===== src/hdl/rmac_pkg.sv =====
// shared types, register indexes and reset values for the random-access mac node
`default_nettype none

package rmac_pkg;

    localparam int COUNT_WIDTH_DEF = 32;
    localparam int TIME_WIDTH_DEF  = 16;

    localparam int DATA_LEN_W = 12;
    localparam int SLOT_LEN_W = 8;
    localparam int ACK_LEN_W  = 8;
    localparam int OUT_LEN_W  = 8;
    localparam int BO_UNIT_W  = 4;
    localparam int WIN_BASE_W = 6;
    localparam int MAX_RETX_W = 3;
    localparam int CFG_DATA_W = 12;
    localparam int CFG_IDX_W  = 3;

    localparam int RND_W     = 16;
    localparam int ATT_W     = 4;
    localparam int WIN_W     = WIN_BASE_W + ATT_W;
    localparam int DELAY_W   = WIN_W;
    localparam int WAIT_W    = DELAY_W + BO_UNIT_W;
    localparam int DIV_CNT_W = 4;

    localparam int IN_DATA_W  = 24;
    localparam int OUT_DATA_W = 168;

    localparam logic [CFG_IDX_W-1:0] CFG_DATA_LEN  = 3'd0;
    localparam logic [CFG_IDX_W-1:0] CFG_SLOT_LEN  = 3'd1;
    localparam logic [CFG_IDX_W-1:0] CFG_ACK_LEN   = 3'd2;
    localparam logic [CFG_IDX_W-1:0] CFG_OUT_LEN   = 3'd3;
    localparam logic [CFG_IDX_W-1:0] CFG_BO_UNIT   = 3'd4;
    localparam logic [CFG_IDX_W-1:0] CFG_WIN_BASE  = 3'd5;
    localparam logic [CFG_IDX_W-1:0] CFG_MAX_RETX  = 3'd6;

    localparam logic [DATA_LEN_W-1:0] DATA_LEN_RST = 12'd20;
    localparam logic [SLOT_LEN_W-1:0] SLOT_LEN_RST = 8'd2;
    localparam logic [ACK_LEN_W-1:0]  ACK_LEN_RST  = 8'd2;
    localparam logic [OUT_LEN_W-1:0]  OUT_LEN_RST  = 8'd2;
    localparam logic [BO_UNIT_W-1:0]  BO_UNIT_RST  = 4'd2;
    localparam logic [WIN_BASE_W-1:0] WIN_BASE_RST = 6'd11;
    localparam logic [MAX_RETX_W-1:0] MAX_RETX_RST = 3'd3;

    typedef enum logic [1:0] {
        PH_IDLE    = 2'd0,
        PH_TX      = 2'd1,
        PH_BACKOFF = 2'd2,
        PH_OUT     = 2'd3
    } phase_t;

    typedef enum logic [1:0] {
        EV_NONE      = 2'd0,
        EV_DELIVERED = 2'd1,
        EV_COLLISION = 2'd2,
        EV_DROP      = 2'd3
    } event_t;

    typedef enum logic [2:0] {
        ST_IDLE,
        ST_EVAL,
        ST_WIN,
        ST_DIV,
        ST_MUL,
        ST_DRAW,
        ST_FIN
    } seq_state_t;

endpackage

`default_nettype wire


===== src/hdl/random_access_mac_node_core.sv =====
// random-access mac node: tick stepper with a bit-serial modulo unit
//
// channel  direction  handshake           payload
// s        in         s_tvalid/s_tready   s_tdata: random_word, others_transmitting
// m        out        m_tvalid/m_tready   m_tdata: state, event, times, attempt, counters
// cfg      in         cfg_wr_en           cfg_index, cfg_wr_data
//
// a tick without a backoff draw passes accept, evaluate and hand over (idle, eval, fin)
// a tick with a backoff draw adds window, 16-step restoring modulo, multiply and draw
// a draw with a window of 0 or 1 skips the modulo and the multiply
// the finished result sits in the output register while the next transaction is taken
// reset clears control state and loads the register defaults
// a stalled output holds the sequencer in its final state until the register frees up
`default_nettype none

module random_access_mac_node_core #(
    parameter int COUNT_WIDTH = rmac_pkg::COUNT_WIDTH_DEF,
    parameter int TIME_WIDTH  = rmac_pkg::TIME_WIDTH_DEF
) (
    input  wire logic                                clk,
    input  wire logic                                rst_n,
    input  wire logic                                s_tvalid,
    output logic                                     s_tready,
    // random_word[15:0], others_transmitting[16], zero pad
    input  wire logic [rmac_pkg::IN_DATA_W-1:0]      s_tdata,
    output logic                                     m_tvalid,
    input  wire logic                                m_tready,
    // node_state[1:0], cycle_event[3:2], cycle_time[19:4], air_time[35:20],
    // attempt_now[39:36], first_sends[71:40], deliveries[103:72],
    // collisions[135:104], drops[167:136]
    output logic [rmac_pkg::OUT_DATA_W-1:0]          m_tdata,
    input  wire logic                                cfg_wr_en,
    input  wire logic [rmac_pkg::CFG_IDX_W-1:0]      cfg_index,
    input  wire logic [rmac_pkg::CFG_DATA_W-1:0]     cfg_wr_data
);

    localparam int TW = TIME_WIDTH;
    localparam int CW = COUNT_WIDTH;
    localparam int XW = rmac_pkg::WAIT_W;
    localparam int MW = (TW > XW) ? TW : XW;
    localparam int DW = rmac_pkg::DELAY_W;
    localparam int AW = rmac_pkg::ATT_W;
    localparam int RW = rmac_pkg::RND_W;
    localparam logic [TW-1:0] TIME_MAX = {TW{1'b1}};

    function automatic logic [TW-1:0] sat_add(input logic [TW-1:0] a, input logic [XW-1:0] b);
        logic [MW:0] s;
        s = {{(MW+1-TW){1'b0}}, a} + {{(MW+1-XW){1'b0}}, b};
        if (s > {{(MW+1-TW){1'b0}}, TIME_MAX})
            return TIME_MAX;
        return s[TW-1:0];
    endfunction

    function automatic logic [TW-1:0] wait_ticks(input logic [XW-1:0] x);
        logic [MW:0] t;
        t = {{(MW+1-XW){1'b0}}, x} - {{MW{1'b0}}, 1'b1};
        if (t > {{(MW+1-TW){1'b0}}, TIME_MAX})
            return TIME_MAX;
        return t[TW-1:0];
    endfunction

    function automatic logic [XW-1:0] max1(input logic [XW-1:0] x);
        return (x == '0) ? {{(XW-1){1'b0}}, 1'b1} : x;
    endfunction

    function automatic logic [15:0] time_out(input logic [TW-1:0] v);
        logic [TW+15:0] e;
        e = {16'b0, v};
        return e[15:0];
    endfunction

    function automatic logic [31:0] cnt_out(input logic [CW-1:0] v);
        logic [CW+31:0] e;
        e = {32'b0, v};
        return e[31:0];
    endfunction

    // configuration
    logic [rmac_pkg::DATA_LEN_W-1:0] data_len_reg;
    logic [rmac_pkg::SLOT_LEN_W-1:0] slot_len_reg;
    logic [rmac_pkg::ACK_LEN_W-1:0]  ack_len_reg;
    logic [rmac_pkg::OUT_LEN_W-1:0]  out_len_reg;
    logic [rmac_pkg::BO_UNIT_W-1:0]  bo_unit_reg;
    logic [rmac_pkg::WIN_BASE_W-1:0] win_base_reg;
    logic [rmac_pkg::MAX_RETX_W-1:0] max_retx_reg;

    // node state
    rmac_pkg::seq_state_t state_reg, state_next;
    rmac_pkg::phase_t     phase_reg, phase_next;
    rmac_pkg::event_t     ev_reg, ev_next;
    logic [TW-1:0]        ticks_reg, ticks_next;
    logic [AW-1:0]        attempts_reg, attempts_next;
    logic                 collided_reg, collided_next;
    logic [TW-1:0]        cycle_reg, cycle_next;
    logic [TW-1:0]        air_reg, air_next;
    logic [TW-1:0]        ct_reg, ct_next;
    logic [TW-1:0]        at_reg, at_next;
    logic [CW-1:0]        sent_reg, sent_next;
    logic [CW-1:0]        ok_reg, ok_next;
    logic [CW-1:0]        coll_reg, coll_next;
    logic [CW-1:0]        drop_reg, drop_next;
    logic                 first_reg, first_next;
    logic [rmac_pkg::DIV_CNT_W-1:0] div_cnt_reg, div_cnt_next;
    logic                 m_tvalid_reg, m_tvalid_next;

    // payload
    logic [RW-1:0]        rnd_reg;
    logic                 others_reg;
    logic [RW-1:0]        dvd_reg, dvd_next;
    logic [DW-1:0]        dv_reg, dv_next;
    logic [DW-1:0]        rem_reg, rem_next;
    logic [XW-1:0]        prod_reg, prod_next;
    logic [rmac_pkg::OUT_DATA_W-1:0] m_tdata_reg, m_tdata_next;

    logic [AW-1:0]        att_inc;
    logic                 retry_ok;
    logic                 need_draw;
    logic [DW-1:0]        win;
    logic [DW:0]          trial;
    logic [XW-1:0]        d_frame;
    logic [XW-1:0]        x_ack;
    logic [XW-1:0]        x_out;
    logic [XW-1:0]        x_slot;
    logic                 out_free;
    logic                 s_fire;

    assign att_inc   = attempts_reg + {{(AW-1){1'b0}}, 1'b1};
    assign retry_ok  = ({1'b0, att_inc} <= ({2'b0, max_retx_reg} + 5'd1));
    assign need_draw = (ticks_reg == '0) && ((phase_reg == rmac_pkg::PH_IDLE) ||
                       ((phase_reg == rmac_pkg::PH_OUT) && retry_ok));
    assign win       = DW'(win_base_reg) * DW'(attempts_reg);
    assign trial     = {rem_reg, dvd_reg[RW-1]};
    assign d_frame   = max1(XW'(data_len_reg));
    assign x_ack     = max1(XW'(ack_len_reg) + XW'(slot_len_reg));
    assign x_out     = max1(XW'(out_len_reg));
    assign x_slot    = max1(XW'(slot_len_reg));
    assign out_free  = !m_tvalid_reg || m_tready;
    assign s_fire    = s_tvalid && s_tready;

    // outputs
    always_comb
    begin
        s_tready = (state_reg == rmac_pkg::ST_IDLE);
        m_tvalid = m_tvalid_reg;
        m_tdata  = m_tdata_reg;
    end

    // sequencer next state
    always_comb
    begin
        state_next = state_reg;
        unique case (state_reg)
            rmac_pkg::ST_IDLE:
            begin
                if (s_fire)
                    state_next = rmac_pkg::ST_EVAL;
            end
            rmac_pkg::ST_EVAL:
            begin
                state_next = need_draw ? rmac_pkg::ST_WIN : rmac_pkg::ST_FIN;
            end
            rmac_pkg::ST_WIN:
            begin
                state_next = (win <= DW'(1)) ? rmac_pkg::ST_DRAW : rmac_pkg::ST_DIV;
            end
            rmac_pkg::ST_DIV:
            begin
                if (div_cnt_reg == {rmac_pkg::DIV_CNT_W{1'b1}})
                    state_next = rmac_pkg::ST_MUL;
            end
            rmac_pkg::ST_MUL:  state_next = rmac_pkg::ST_DRAW;
            rmac_pkg::ST_DRAW: state_next = rmac_pkg::ST_FIN;
            rmac_pkg::ST_FIN:
            begin
                if (out_free)
                    state_next = rmac_pkg::ST_IDLE;
            end
            default: state_next = rmac_pkg::ST_IDLE;
        endcase
    end

    // datapath
    always_comb
    begin
        phase_next    = phase_reg;
        ev_next       = ev_reg;
        ticks_next    = ticks_reg;
        attempts_next = attempts_reg;
        collided_next = collided_reg;
        cycle_next    = cycle_reg;
        air_next      = air_reg;
        ct_next       = ct_reg;
        at_next       = at_reg;
        sent_next     = sent_reg;
        ok_next       = ok_reg;
        coll_next     = coll_reg;
        drop_next     = drop_reg;
        first_next    = first_reg;
        div_cnt_next  = div_cnt_reg;
        dvd_next      = dvd_reg;
        dv_next       = dv_reg;
        rem_next      = rem_reg;
        prod_next     = prod_reg;
        m_tvalid_next = m_tvalid_reg;
        m_tdata_next  = m_tdata_reg;

        if (m_tvalid_reg && m_tready)
            m_tvalid_next = 1'b0;

        unique case (state_reg)
            rmac_pkg::ST_EVAL:
            begin
                ev_next = rmac_pkg::EV_NONE;
                ct_next = '0;
                at_next = '0;
                if (ticks_reg != '0)
                begin
                    ticks_next = ticks_reg - {{(TW-1){1'b0}}, 1'b1};
                    if (phase_reg == rmac_pkg::PH_TX)
                        collided_next = collided_reg | others_reg;
                end
                else
                begin
                    unique case (phase_reg)
                        rmac_pkg::PH_IDLE:
                        begin
                            attempts_next = att_inc;
                            first_next    = 1'b1;
                        end
                        rmac_pkg::PH_TX:
                        begin
                            if (!collided_reg)
                            begin
                                ev_next       = rmac_pkg::EV_DELIVERED;
                                ct_next       = sat_add(cycle_reg, x_ack);
                                at_next       = air_reg;
                                cycle_next    = '0;
                                air_next      = '0;
                                ok_next       = ok_reg + {{(CW-1){1'b0}}, 1'b1};
                                phase_next    = rmac_pkg::PH_IDLE;
                                ticks_next    = wait_ticks(x_ack);
                                attempts_next = '0;
                            end
                            else
                            begin
                                phase_next = rmac_pkg::PH_OUT;
                                ticks_next = wait_ticks(x_out);
                                cycle_next = sat_add(cycle_reg, x_out);
                            end
                        end
                        rmac_pkg::PH_BACKOFF:
                        begin
                            phase_next    = rmac_pkg::PH_TX;
                            collided_next = 1'b0;
                            ticks_next    = wait_ticks(d_frame);
                            air_next      = sat_add(air_reg, d_frame);
                            cycle_next    = sat_add(cycle_reg, d_frame);
                            if (attempts_reg == {{(AW-1){1'b0}}, 1'b1})
                                sent_next = sent_reg + {{(CW-1){1'b0}}, 1'b1};
                        end
                        rmac_pkg::PH_OUT:
                        begin
                            attempts_next = att_inc;
                            coll_next     = coll_reg + {{(CW-1){1'b0}}, 1'b1};
                            if (retry_ok)
                            begin
                                ev_next    = rmac_pkg::EV_COLLISION;
                                first_next = 1'b0;
                            end
                            else
                            begin
                                ev_next       = rmac_pkg::EV_DROP;
                                ct_next       = sat_add(cycle_reg, x_slot);
                                at_next       = air_reg;
                                cycle_next    = '0;
                                air_next      = '0;
                                drop_next     = drop_reg + {{(CW-1){1'b0}}, 1'b1};
                                phase_next    = rmac_pkg::PH_IDLE;
                                ticks_next    = wait_ticks(x_slot);
                                attempts_next = '0;
                            end
                        end
                        default: ;
                    endcase
                end
            end
            rmac_pkg::ST_WIN:
            begin
                dv_next      = win - DW'(1);
                rem_next     = '0;
                dvd_next     = rnd_reg;
                div_cnt_next = '0;
            end
            rmac_pkg::ST_DIV:
            begin
                // restoring modulo, one dividend bit per cycle
                if (trial >= {1'b0, dv_reg})
                    rem_next = DW'(trial - {1'b0, dv_reg});
                else
                    rem_next = trial[DW-1:0];
                dvd_next     = {dvd_reg[RW-2:0], 1'b0};
                div_cnt_next = div_cnt_reg + {{(rmac_pkg::DIV_CNT_W-1){1'b0}}, 1'b1};
            end
            rmac_pkg::ST_MUL:
            begin
                prod_next = XW'(rem_reg) * XW'(bo_unit_reg);
            end
            rmac_pkg::ST_DRAW:
            begin
                if (rem_reg == '0)
                begin
                    phase_next    = rmac_pkg::PH_TX;
                    collided_next = 1'b0;
                    ticks_next    = wait_ticks(d_frame);
                    air_next      = sat_add(air_reg, d_frame);
                    cycle_next    = sat_add(cycle_reg, d_frame);
                    if (first_reg)
                        sent_next = sent_reg + {{(CW-1){1'b0}}, 1'b1};
                end
                else
                begin
                    phase_next = rmac_pkg::PH_BACKOFF;
                    ticks_next = wait_ticks(max1(prod_reg));
                    cycle_next = sat_add(cycle_reg, max1(prod_reg));
                end
            end
            rmac_pkg::ST_FIN:
            begin
                if (out_free)
                begin
                    m_tvalid_next = 1'b1;
                    m_tdata_next  = {cnt_out(drop_reg), cnt_out(coll_reg),
                                     cnt_out(ok_reg), cnt_out(sent_reg),
                                     attempts_reg, time_out(at_reg), time_out(ct_reg),
                                     ev_reg, phase_reg};
                end
            end
            default: ;
        endcase
    end

    // configuration writes
    always_ff @(posedge clk or negedge rst_n)
    begin
        if (!rst_n)
        begin
            data_len_reg <= rmac_pkg::DATA_LEN_RST;
            slot_len_reg <= rmac_pkg::SLOT_LEN_RST;
            ack_len_reg  <= rmac_pkg::ACK_LEN_RST;
            out_len_reg  <= rmac_pkg::OUT_LEN_RST;
            bo_unit_reg  <= rmac_pkg::BO_UNIT_RST;
            win_base_reg <= rmac_pkg::WIN_BASE_RST;
            max_retx_reg <= rmac_pkg::MAX_RETX_RST;
        end
        else if (cfg_wr_en)
        begin
            unique case (cfg_index)
                rmac_pkg::CFG_DATA_LEN: data_len_reg <= cfg_wr_data;
                rmac_pkg::CFG_SLOT_LEN: slot_len_reg <= cfg_wr_data[rmac_pkg::SLOT_LEN_W-1:0];
                rmac_pkg::CFG_ACK_LEN:  ack_len_reg  <= cfg_wr_data[rmac_pkg::ACK_LEN_W-1:0];
                rmac_pkg::CFG_OUT_LEN:  out_len_reg  <= cfg_wr_data[rmac_pkg::OUT_LEN_W-1:0];
                rmac_pkg::CFG_BO_UNIT:  bo_unit_reg  <= cfg_wr_data[rmac_pkg::BO_UNIT_W-1:0];
                rmac_pkg::CFG_WIN_BASE: win_base_reg <= cfg_wr_data[rmac_pkg::WIN_BASE_W-1:0];
                rmac_pkg::CFG_MAX_RETX: max_retx_reg <= cfg_wr_data[rmac_pkg::MAX_RETX_W-1:0];
                default: ;
            endcase
        end
    end

    // control and node state
    always_ff @(posedge clk or negedge rst_n)
    begin
        if (!rst_n)
        begin
            state_reg    <= rmac_pkg::ST_IDLE;
            phase_reg    <= rmac_pkg::PH_IDLE;
            ev_reg       <= rmac_pkg::EV_NONE;
            ticks_reg    <= TW'(rmac_pkg::SLOT_LEN_RST);
            attempts_reg <= '0;
            collided_reg <= 1'b0;
            cycle_reg    <= TW'(rmac_pkg::SLOT_LEN_RST);
            air_reg      <= '0;
            ct_reg       <= '0;
            at_reg       <= '0;
            sent_reg     <= '0;
            ok_reg       <= '0;
            coll_reg     <= '0;
            drop_reg     <= '0;
            first_reg    <= 1'b0;
            div_cnt_reg  <= '0;
            m_tvalid_reg <= 1'b0;
        end
        else
        begin
            state_reg    <= state_next;
            phase_reg    <= phase_next;
            ev_reg       <= ev_next;
            ticks_reg    <= ticks_next;
            attempts_reg <= attempts_next;
            collided_reg <= collided_next;
            cycle_reg    <= cycle_next;
            air_reg      <= air_next;
            ct_reg       <= ct_next;
            at_reg       <= at_next;
            sent_reg     <= sent_next;
            ok_reg       <= ok_next;
            coll_reg     <= coll_next;
            drop_reg     <= drop_next;
            first_reg    <= first_next;
            div_cnt_reg  <= div_cnt_next;
            m_tvalid_reg <= m_tvalid_next;
        end
    end

    // payload registers
    always_ff @(posedge clk)
    begin
        if (s_fire)
        begin
            rnd_reg    <= s_tdata[RW-1:0];
            others_reg <= s_tdata[RW];
        end
        dvd_reg     <= dvd_next;
        dv_reg      <= dv_next;
        rem_reg     <= rem_next;
        prod_reg    <= prod_next;
        m_tdata_reg <= m_tdata_next;
    end

endmodule

`default_nettype wire

===== config.mk =====
export PLATFORM = sky130hd
export DESIGN_NAME = random_access_mac_node_core
export DESIGN_NICKNAME = d
export VERILOG_FILES = /design/src/hdl/rmac_pkg.sv /design/src/hdl/random_access_mac_node_core.sv
export SDC_FILE = /design/constraint.sdc
export NUM_CORES = 1
export LEC_CHECK = 0
export BUFFER_PORTS_ARGS = -buffer_cell sky130_fd_sc_hd__clkbuf_2
export CAP_MARGIN = 20
export CORE_UTILIZATION = 66
export DETAILED_ROUTE_END_ITERATION = 10
export PLACE_DENSITY = 0.95
export SLEW_MARGIN = 0
export SYNTH_ARGS = -nofsm -noshare
export SYNTH_HDL_FRONTEND = slang
export SYNTH_SLANG_ARGS = --single-unit

===== constraint.sdc =====
create_clock -name clk -period 19.7 [get_ports clk]
set_clock_uncertainty 0.1 [all_clocks]
set_input_delay 1.97 -clock clk [delete_from_list [all_inputs] [get_ports clk]]
set_output_delay 1.97 -clock clk [all_outputs]
set_load 0.05 [all_outputs]

==> summary.md, run 1 <==
| Metric | Value |
|---|---|
| Rel. slew slack | `0.247` |
| Synth unique cells | `86` |
| Period utilization | `0.295` |
| 1st-pass router iterations | `6` |
| Worst path most repeated cell | `inv_1` |
| Final WL | `73,700 um` |
| Setup ws final | `13.89 ns` |
| Layout Nets | `2,942` |
| FFs w/ async S/R, synth | `0.539` |
| CTS root buf | `clkbuf_16` |
| CP peak stage delay | `0.68 ns` |
| Register bit total from synthesis | `510` |
| Die footprint | `42,400 um^2` |
| Vias in the first global route | `21,187` |
| Final Hold Viols | `0` |
| Row count | `74` |
| Diode count | `0` |
| Area grow syn2layout | `12.0%` |
| Syn Nets | `2,764` |
| Avg Cell Area, Syn | `10.8 um^2` |
| CP max FO | `7` |
| DRT iter0 DRCs | `2,533` |
| Initial antenna violation count | `2` |
| Area contributors post-synth | `edfxtp_1 (26%), dfrtp_1 (24%), ha_1 (6.1%)` |
| P_sw | `1850 uW` |
| Final GP Congestion | `0.952` |
| Critical Path AT | `6.20 ns` |
| Internal | `2590 uW` |
| CP top delay family | `compound AO/OA/AOI/OAI gates` |
| WS Path Type | `reg -> reg` |
| Post-place instance area | `28,900 um^2` |
| Clk pwr share | `0.232` |
| Fmax | `172 MHz` |
| Critical path's slowest cell | `fa_1` |
| Outcome | `completed` |
| Hold_buf cts | `0` |
| Final setup vio count | `0` |
| Max Transition Viols Final | `0` |
| P_leak | `0.0134 uW` |
| Cell area after synthesis | `27,500 um^2` |
| Post-DP HPWL | `50,500 um` |
| Largest register FFs | `168` |
| Post-synth EDFFs | `235` |
| DP Worst Slack | `14.06 ns` |
| Post-synth top area cell | `edfxtp_1` |
| Final routed DRC violation total | `0` |
| Height of the die | `206 um` |
| Overflow after GRT | `0` |
| Pwr dens | `144 nW/um^2` |
| Cells after Synth | `2,555` |
| Clock sinks | `510` |
| Least-Margin Pin Slew | `1.11 ns` |
| Buf+Inv Stages, Crit Path | `4` |
| Prevailing post-synth register cell | `dfrtp_1` |
| Gate power share | `0.415` |
| Post-CTS setup buffers | `0` |
| VDD IR max | `0.206 mV` |
| Yosys warning total | `0` |
| Largest net degree at the start of global routing | `169` |
| Most frequent cell after synthesis | `dfrtp_1` |
| Filler instances | `2,533` |
| Io pins | `214` |
| Worst-skew pair later-pin latency | `0.62 ns` |
| Fraction of power consumed by sequential logic | `0.353` |
| Final non-filler cell area | `30,800 um^2` |
| TritonCTS Buffers | `51` |
| Core area | `40,900 um^2` |
| Total number of vias | `21,640` |
| CTS tree | `done` |
| Antenna-violating nets left | `0` |
| Share of cells above drive strength 1 | `0.154` |
| Clock Pin Slew Worst Setup and Hold Paths | `0.06 ns` |
| GRT Total Usage | `0.348` |
| # H-tree levels | `2` |
| Port bufs | `206` |
| Post-CTS sizing | `0` |
| Worst EP required | `20.09 ns` |
| Seq/Total Area, Yosys | `0.508` |
| RSZ-0062 raised after global routing | `false` |
| Post-synth top cells | `dfrtp_1 (262), edfxtp_1 (235), nand2_1 (233), nor2_1 (174), xnor2_1 (147)` |
| Worst path cell trace | `inv_1 > fa_1 > inv_1 > nor3_1 > o21ai_1 > or3_1 > nor3_1 > a21oi_1 > inv_1 > ha_1 > inv_1 > fa_1 > nand2b_1 > a21boi_0 > o21ai_0 > a211oi_1 > o21ai_0 > nor3_1 > nand2_1 > a32o_1` |
| Startpoint type of the worst setup path | `flop` |
| Crit end category | `flop` |
| Die width | `206 um` |
| Synth top area share | `0.257` |
| Worst Hold Class | `reg -> reg` |
| Initial core utilization | `0.671` |
| TNS Setup | `0 ns` |
| DR WL/cell | `22.3 um` |
| First-pass GRT wire length | `114,000 um` |
| Minimum clock period | `5.81 ns` |
| Via-to-Cell Ratio | `6.54` |
| Net Sw Frac | `0.416` |
| Max-cap viol count | `0` |
| Clock buffer depth | `3` |
[layout by cell type, fill, tap and decap left out, drive strengths merged, types with 17 or more instances in the layout]
cell type and instances:
clkbuf 269, dfrtp 262, edfxtp 235, nand2 234
nor2 177, xnor2 147, a21oi 141, ha 133
o21ai 131, inv 124, xor2 92, nor3 85
nand3 79, mux2 66, and2 44, and3 40
nand4 33, fa 32, a21o 31, nand2b 30
a31oi 25, a211oi 25, nor2b 21, nor4 21
clkinv 20, a22o 19, or2 17
[metal layers]
metal	vias up	part of all wire	global-route usage
li1	9552	-	-
met1	10534	0.38	0.450
met2	1299	0.48	0.573
met3	255	0.099	0.0683
met4	0	0.039	0.144
met5	-	0	0
[stage by stage]
step           hold slack (ns)   util  total power, uW  cells
2_1_floorplan            0.323      -             2910   2555
3_3_place_gp             0.332  0.707             3270   3206
3_5_place_dp             0.335  0.707             3350   3207
4_1_cts                  0.352  0.751             4400   3303
5_1_grt                  0.360  0.752             4660   3308
6_report                 0.352  0.752             4440   3308
[final timing paths]
kind	startpoint	to	slack [ns]	cells after the start
worst min-delay path	at_reg[13]$_DFFE_PN0P_	m_tdata[33]$_DFFE_PP_	0.35	0
worst max register to register	slot_len_reg[1]$_DFFE_PN1P_	ct_reg[12]$_DFFE_PN0P_	13.89	20
worst min register to register	at_reg[13]$_DFFE_PN0P_	m_tdata[33]$_DFFE_PP_	0.35	0
min in group asynchronous	rst_n	drop_reg[29]$_DFFE_PN0P_	1.27	1
max in group asynchronous	rst_n	ticks_reg[11]$_DFFE_PN0P_	16.70	2
worst max-delay path	slot_len_reg[1]$_DFFE_PN1P_	ct_reg[12]$_DFFE_PN0P_	13.89	20
[power groups by stage]
stage	Sequential (uW)	Clock [uW]	Combinational, uW
finish	1570	1030	1840
floorplan	1720	0	1180
detailed placement	1580	0	1780
global placement	1560	0	1710
CTS	1560	1040	1800
global route	1590	1080	2000
[layout make-up]
class | instances | area [um^2] | share of cell area
Clock inverter | 32 | 383 | 0.0124
Sequential cell | 510 | 14000 | 0.453
Clock buffer | 64 | 1410 | 0.0457
Timing Repair Buffer | 221 | 1200 | 0.0390
Inverter | 119 | 447 | 0.0145
Tap cell | 532 | 666 | 0.0216
Multi-Input combinational cell | 1830 | 12700 | 0.413
[cells by family after synthesis]
| family | share of synthesized area |
|---|---|
| buf+inv | 0.0296 |
| simple gates | 0.150 |
| mux | 0.0325 |
| flops | 0.508 |
| xor+xnor | 0.0762 |
| fa+ha+maj | 0.0839 |
| compound gates | 0.120 |
Power figures use the tool's default switching activity.
==> inputs of run 2 (changes only) <==
--- a/config.mk
+++ b/config.mk
@@ -7,9 +7,9 @@
 export LEC_CHECK = 0
 export BUFFER_PORTS_ARGS = -buffer_cell sky130_fd_sc_hd__clkbuf_2
 export CAP_MARGIN = 20
-export CORE_UTILIZATION = 66
+export CORE_UTILIZATION = 61
 export DETAILED_ROUTE_END_ITERATION = 10
-export PLACE_DENSITY = 0.95
+export PLACE_DENSITY = 0.92
 export SLEW_MARGIN = 0
 export SYNTH_ARGS = -nofsm -noshare
 export SYNTH_HDL_FRONTEND = slang
==> constraint.sdc (replaced) <==
create_clock -name clk -period 5.66 [get_ports clk]
set_clock_uncertainty 0.1 [all_clocks]
set_input_delay 0.566 -clock clk [delete_from_list [all_inputs] [get_ports clk]]
set_output_delay 0.566 -clock clk [all_outputs]
set_load 0.05 [all_outputs]
==> run 2 against run 1 <==
Compared with the run above:
- non-clock buffer count up 8
- fmax up 9.7%
- critical endpoint is now ct_reg[1]$_DFFE_PN0P_
- register-to-register slack worse by 14 ns
- die area up 8.1%
- flip-flop and latch count unchanged
- largest power group unchanged
- critical path depth unchanged
==> summary.md, run 2 (synthesized netlist as in run 1, its figures left out) <==
| Metric | Value |
|---|---|
| Most frequent cells in the layout | `dfrtp_1 (262), edfxtp_1 (235), nand2_1 (233)` |
| R2r setup slk | `0.37 ns` |
| Worst-skew pair later-pin latency | `0.61 ns` |
| Worst Hold Class | `in -> reg` |
| Commonest non-fill, non-tap cell in the layout | `dfrtp_1` |
| Initial antenna violation count | `0` |
| Die width | `214 um` |
| Layout Cells excl Fill | `3,376` |
| TritonCTS Buffers | `51` |
| Area grow syn2layout | `12.6%` |
| Placed insts | `3,278` |
| Via-to-Cell Ratio | `6.28` |
| P_sw | `6370 uW` |
| Hold_ws | `0.0416 ns` |
| CP Capture Point | `ct_reg[1]$_DFFE_PN0P_` |
| Gate power share | `0.413` |
| Final routed DRC violation total | `0` |
| 1st-pass router iterations | `6` |
| Row count | `77` |
| Die footprint | `45,900 um^2` |
| Final WL | `70,500 um` |
| CTS root buf | `clkbuf_16` |
| Tot Pwr | `15,500 uW` |
| Share of cells above drive strength 1 | `0.156` |
| Pwr dens | `501 nW/um^2` |
| Initial core utilization | `0.620` |
| Post-DP HPWL | `48,700 um` |
| Fmax | `189 MHz` |
| Largest net degree at the start of global routing | `165` |
| CTS tree | `done` |
| FF-to-FF Start | `slot_len_reg[1]$_DFFE_PN1P_` |
| Net Sw Frac | `0.411` |
| GRT Total Usage | `0.305` |
| Worst EP required | `6.04 ns` |
| WS Path Type | `reg -> reg` |
| Io pins | `214` |
| Antenna-violating nets left | `0` |
| Outcome | `completed` |
| Internal | `9120 uW` |
| DR WL/cell | `20.9 um` |
| Final Hold Viols | `0` |
| CP max FO | `9` |
| Final setup vio count | `0` |
| Fraction of power consumed by sequential logic | `0.352` |
| Post-CTS setup buffers | `0` |
| Largest register FFs | `168` |
| P_leak | `0.0135 uW` |
| First-pass GRT wire length | `111,000 um` |
| Clock buffer depth | `3` |
| Rel. slew slack | `0.293` |
| Launch point of the worst path | `slot_len_reg[1]$_DFFE_PN1P_` |
| Height of the die | `214 um` |
| Vias in the first global route | `20,531` |
| VDD IR max | `0.762 mV` |
| R2R depth | `20` |
| Total number of vias | `21,193` |
| Overflow after GRT | `0` |
| Max-cap viol count | `0` |
| Core area | `44,300 um^2` |
| Minimum clock period | `5.29 ns` |
| FF-to-FF End | `ct_reg[1]$_DFFE_PN0P_` |
| Final GP Congestion | `0.946` |
| TNS Setup | `0 ns` |
| Critical Path AT | `5.67 ns` |
| Clk pwr share | `0.235` |
| Startpoint type of the worst setup path | `flop` |
| # H-tree levels | `2` |
| Clock Pin Slew Worst Setup and Hold Paths | `0.07 ns` |
| Clock sinks | `510` |
| Least-Margin Pin Slew | `1.05 ns` |
| Period utilization | `0.935` |
| DRT iter0 DRCs | `2,397` |
| Diode count | `0` |
| Max Transition Viols Final | `0` |
| Layout Nets | `2,950` |
| Crit end category | `flop` |
| Port bufs | `206` |
run 2: cell types whose count changed in the layout (fill, tap and decap cells not counted), moves of 2 or more:
cell and change:
buf_4 +12, clkinv_2 -5, clkinvlp_4 +4, buf_2 -2, buf_6 -2, bufinv_16 +2
clkbuf_1 +2
run 2: power by group through the flow:
stage	registers [uW]	logic (uW)	clock network, uW
after floorplan	5940	4120	0
after global placement	5440	6050	0
after detailed placement	5480	6210	0
after CTS	5420	6290	3680
after global routing	5520	6960	3810
final	5450	6400	3650
run 2: worst min path at each step:
stage | startpoint | endpoint | slack, ns | depth (start not counted)
finish | s_tdata[1] | rnd_reg[1]$_DFFE_PP_ | 0.04 | 1
floorplan | rst_n | ack_len_reg[0]$_DFFE_PN0P_ | 0.17 | 0
detailed placement | coll_reg[30]$_DFFE_PN0P_ | m_tdata[134]$_DFFE_PP_ | 0.33 | 0
CTS | s_tdata[1] | rnd_reg[1]$_DFFE_PP_ | 0.02 | 1
global route | s_tdata[1] | rnd_reg[1]$_DFFE_PP_ | 0.03 | 1
global placement | at_reg[4]$_DFFE_PN0P_ | m_tdata[24]$_DFFE_PP_ | 0.33 | 0
run 2: timing repair:
action / in CTS / in global routing
hold buffers: 1 / 0
endpoints found under the hold margin: 80 / 0
setup endpoints to repair: 0 / 13
resized for setup: 0 / 3
run 2: layer usage:
layer  GRT usage  share of wire  up-vias
met4       0.128          0.042        0
met5           0              0        -
met1       0.407           0.40    10295
met3      0.0482          0.081      223
met2       0.500           0.47     1126
li1            -              -     9549
run 2: cell type report:
| type | count | area, um^2 |
|---|---|---|
| Sequential cell | 510 | 14000 |
| Fill cell | 3008 | 13400 |
| Multi-Input combinational cell | 1830 | 12700 |
| Clock buffer | 66 | 1410 |
| Timing Repair Buffer | 229 | 1240 |
| Tap cell | 592 | 741 |
| Inverter | 119 | 447 |
| Clock inverter | 30 | 402 |
run 2: stage by stage:
| stage | util | setup WS, ns | area [um^2] |
|---|---|---|---|
| 3_3_place_gp | 0.656 | 0.363 | 29100 |
| 6_report | 0.698 | 0.368 | 30900 |
| 5_1_grt | 0.698 | -0.0241 | 30900 |
| 4_1_cts | 0.698 | 0.273 | 30900 |
| 2_1_floorplan | - | 1.03 | 27500 |
| 3_5_place_dp | 0.656 | 0.306 | 29100 |
run 2: critical path: stages (launching register included):
cell	delay (ns)
dfstp_2	0.62
inv_1	0.10
fa_1	0.65
inv_1	0.10
nor3_1	0.22
o21ai_1	0.13
or3_1	0.44
nor3_2	0.24
a21oi_1	0.13
inv_1	0.09
ha_1	0.16
inv_1	0.06
fa_1	0.40
nand2b_1	0.16
a21boi_0	0.22
o21ai_1	0.20
a211oi_2	0.36
o211a_1	0.28
buf_4	0.20
nor2b_1	0.06
o21ai_0	0.27
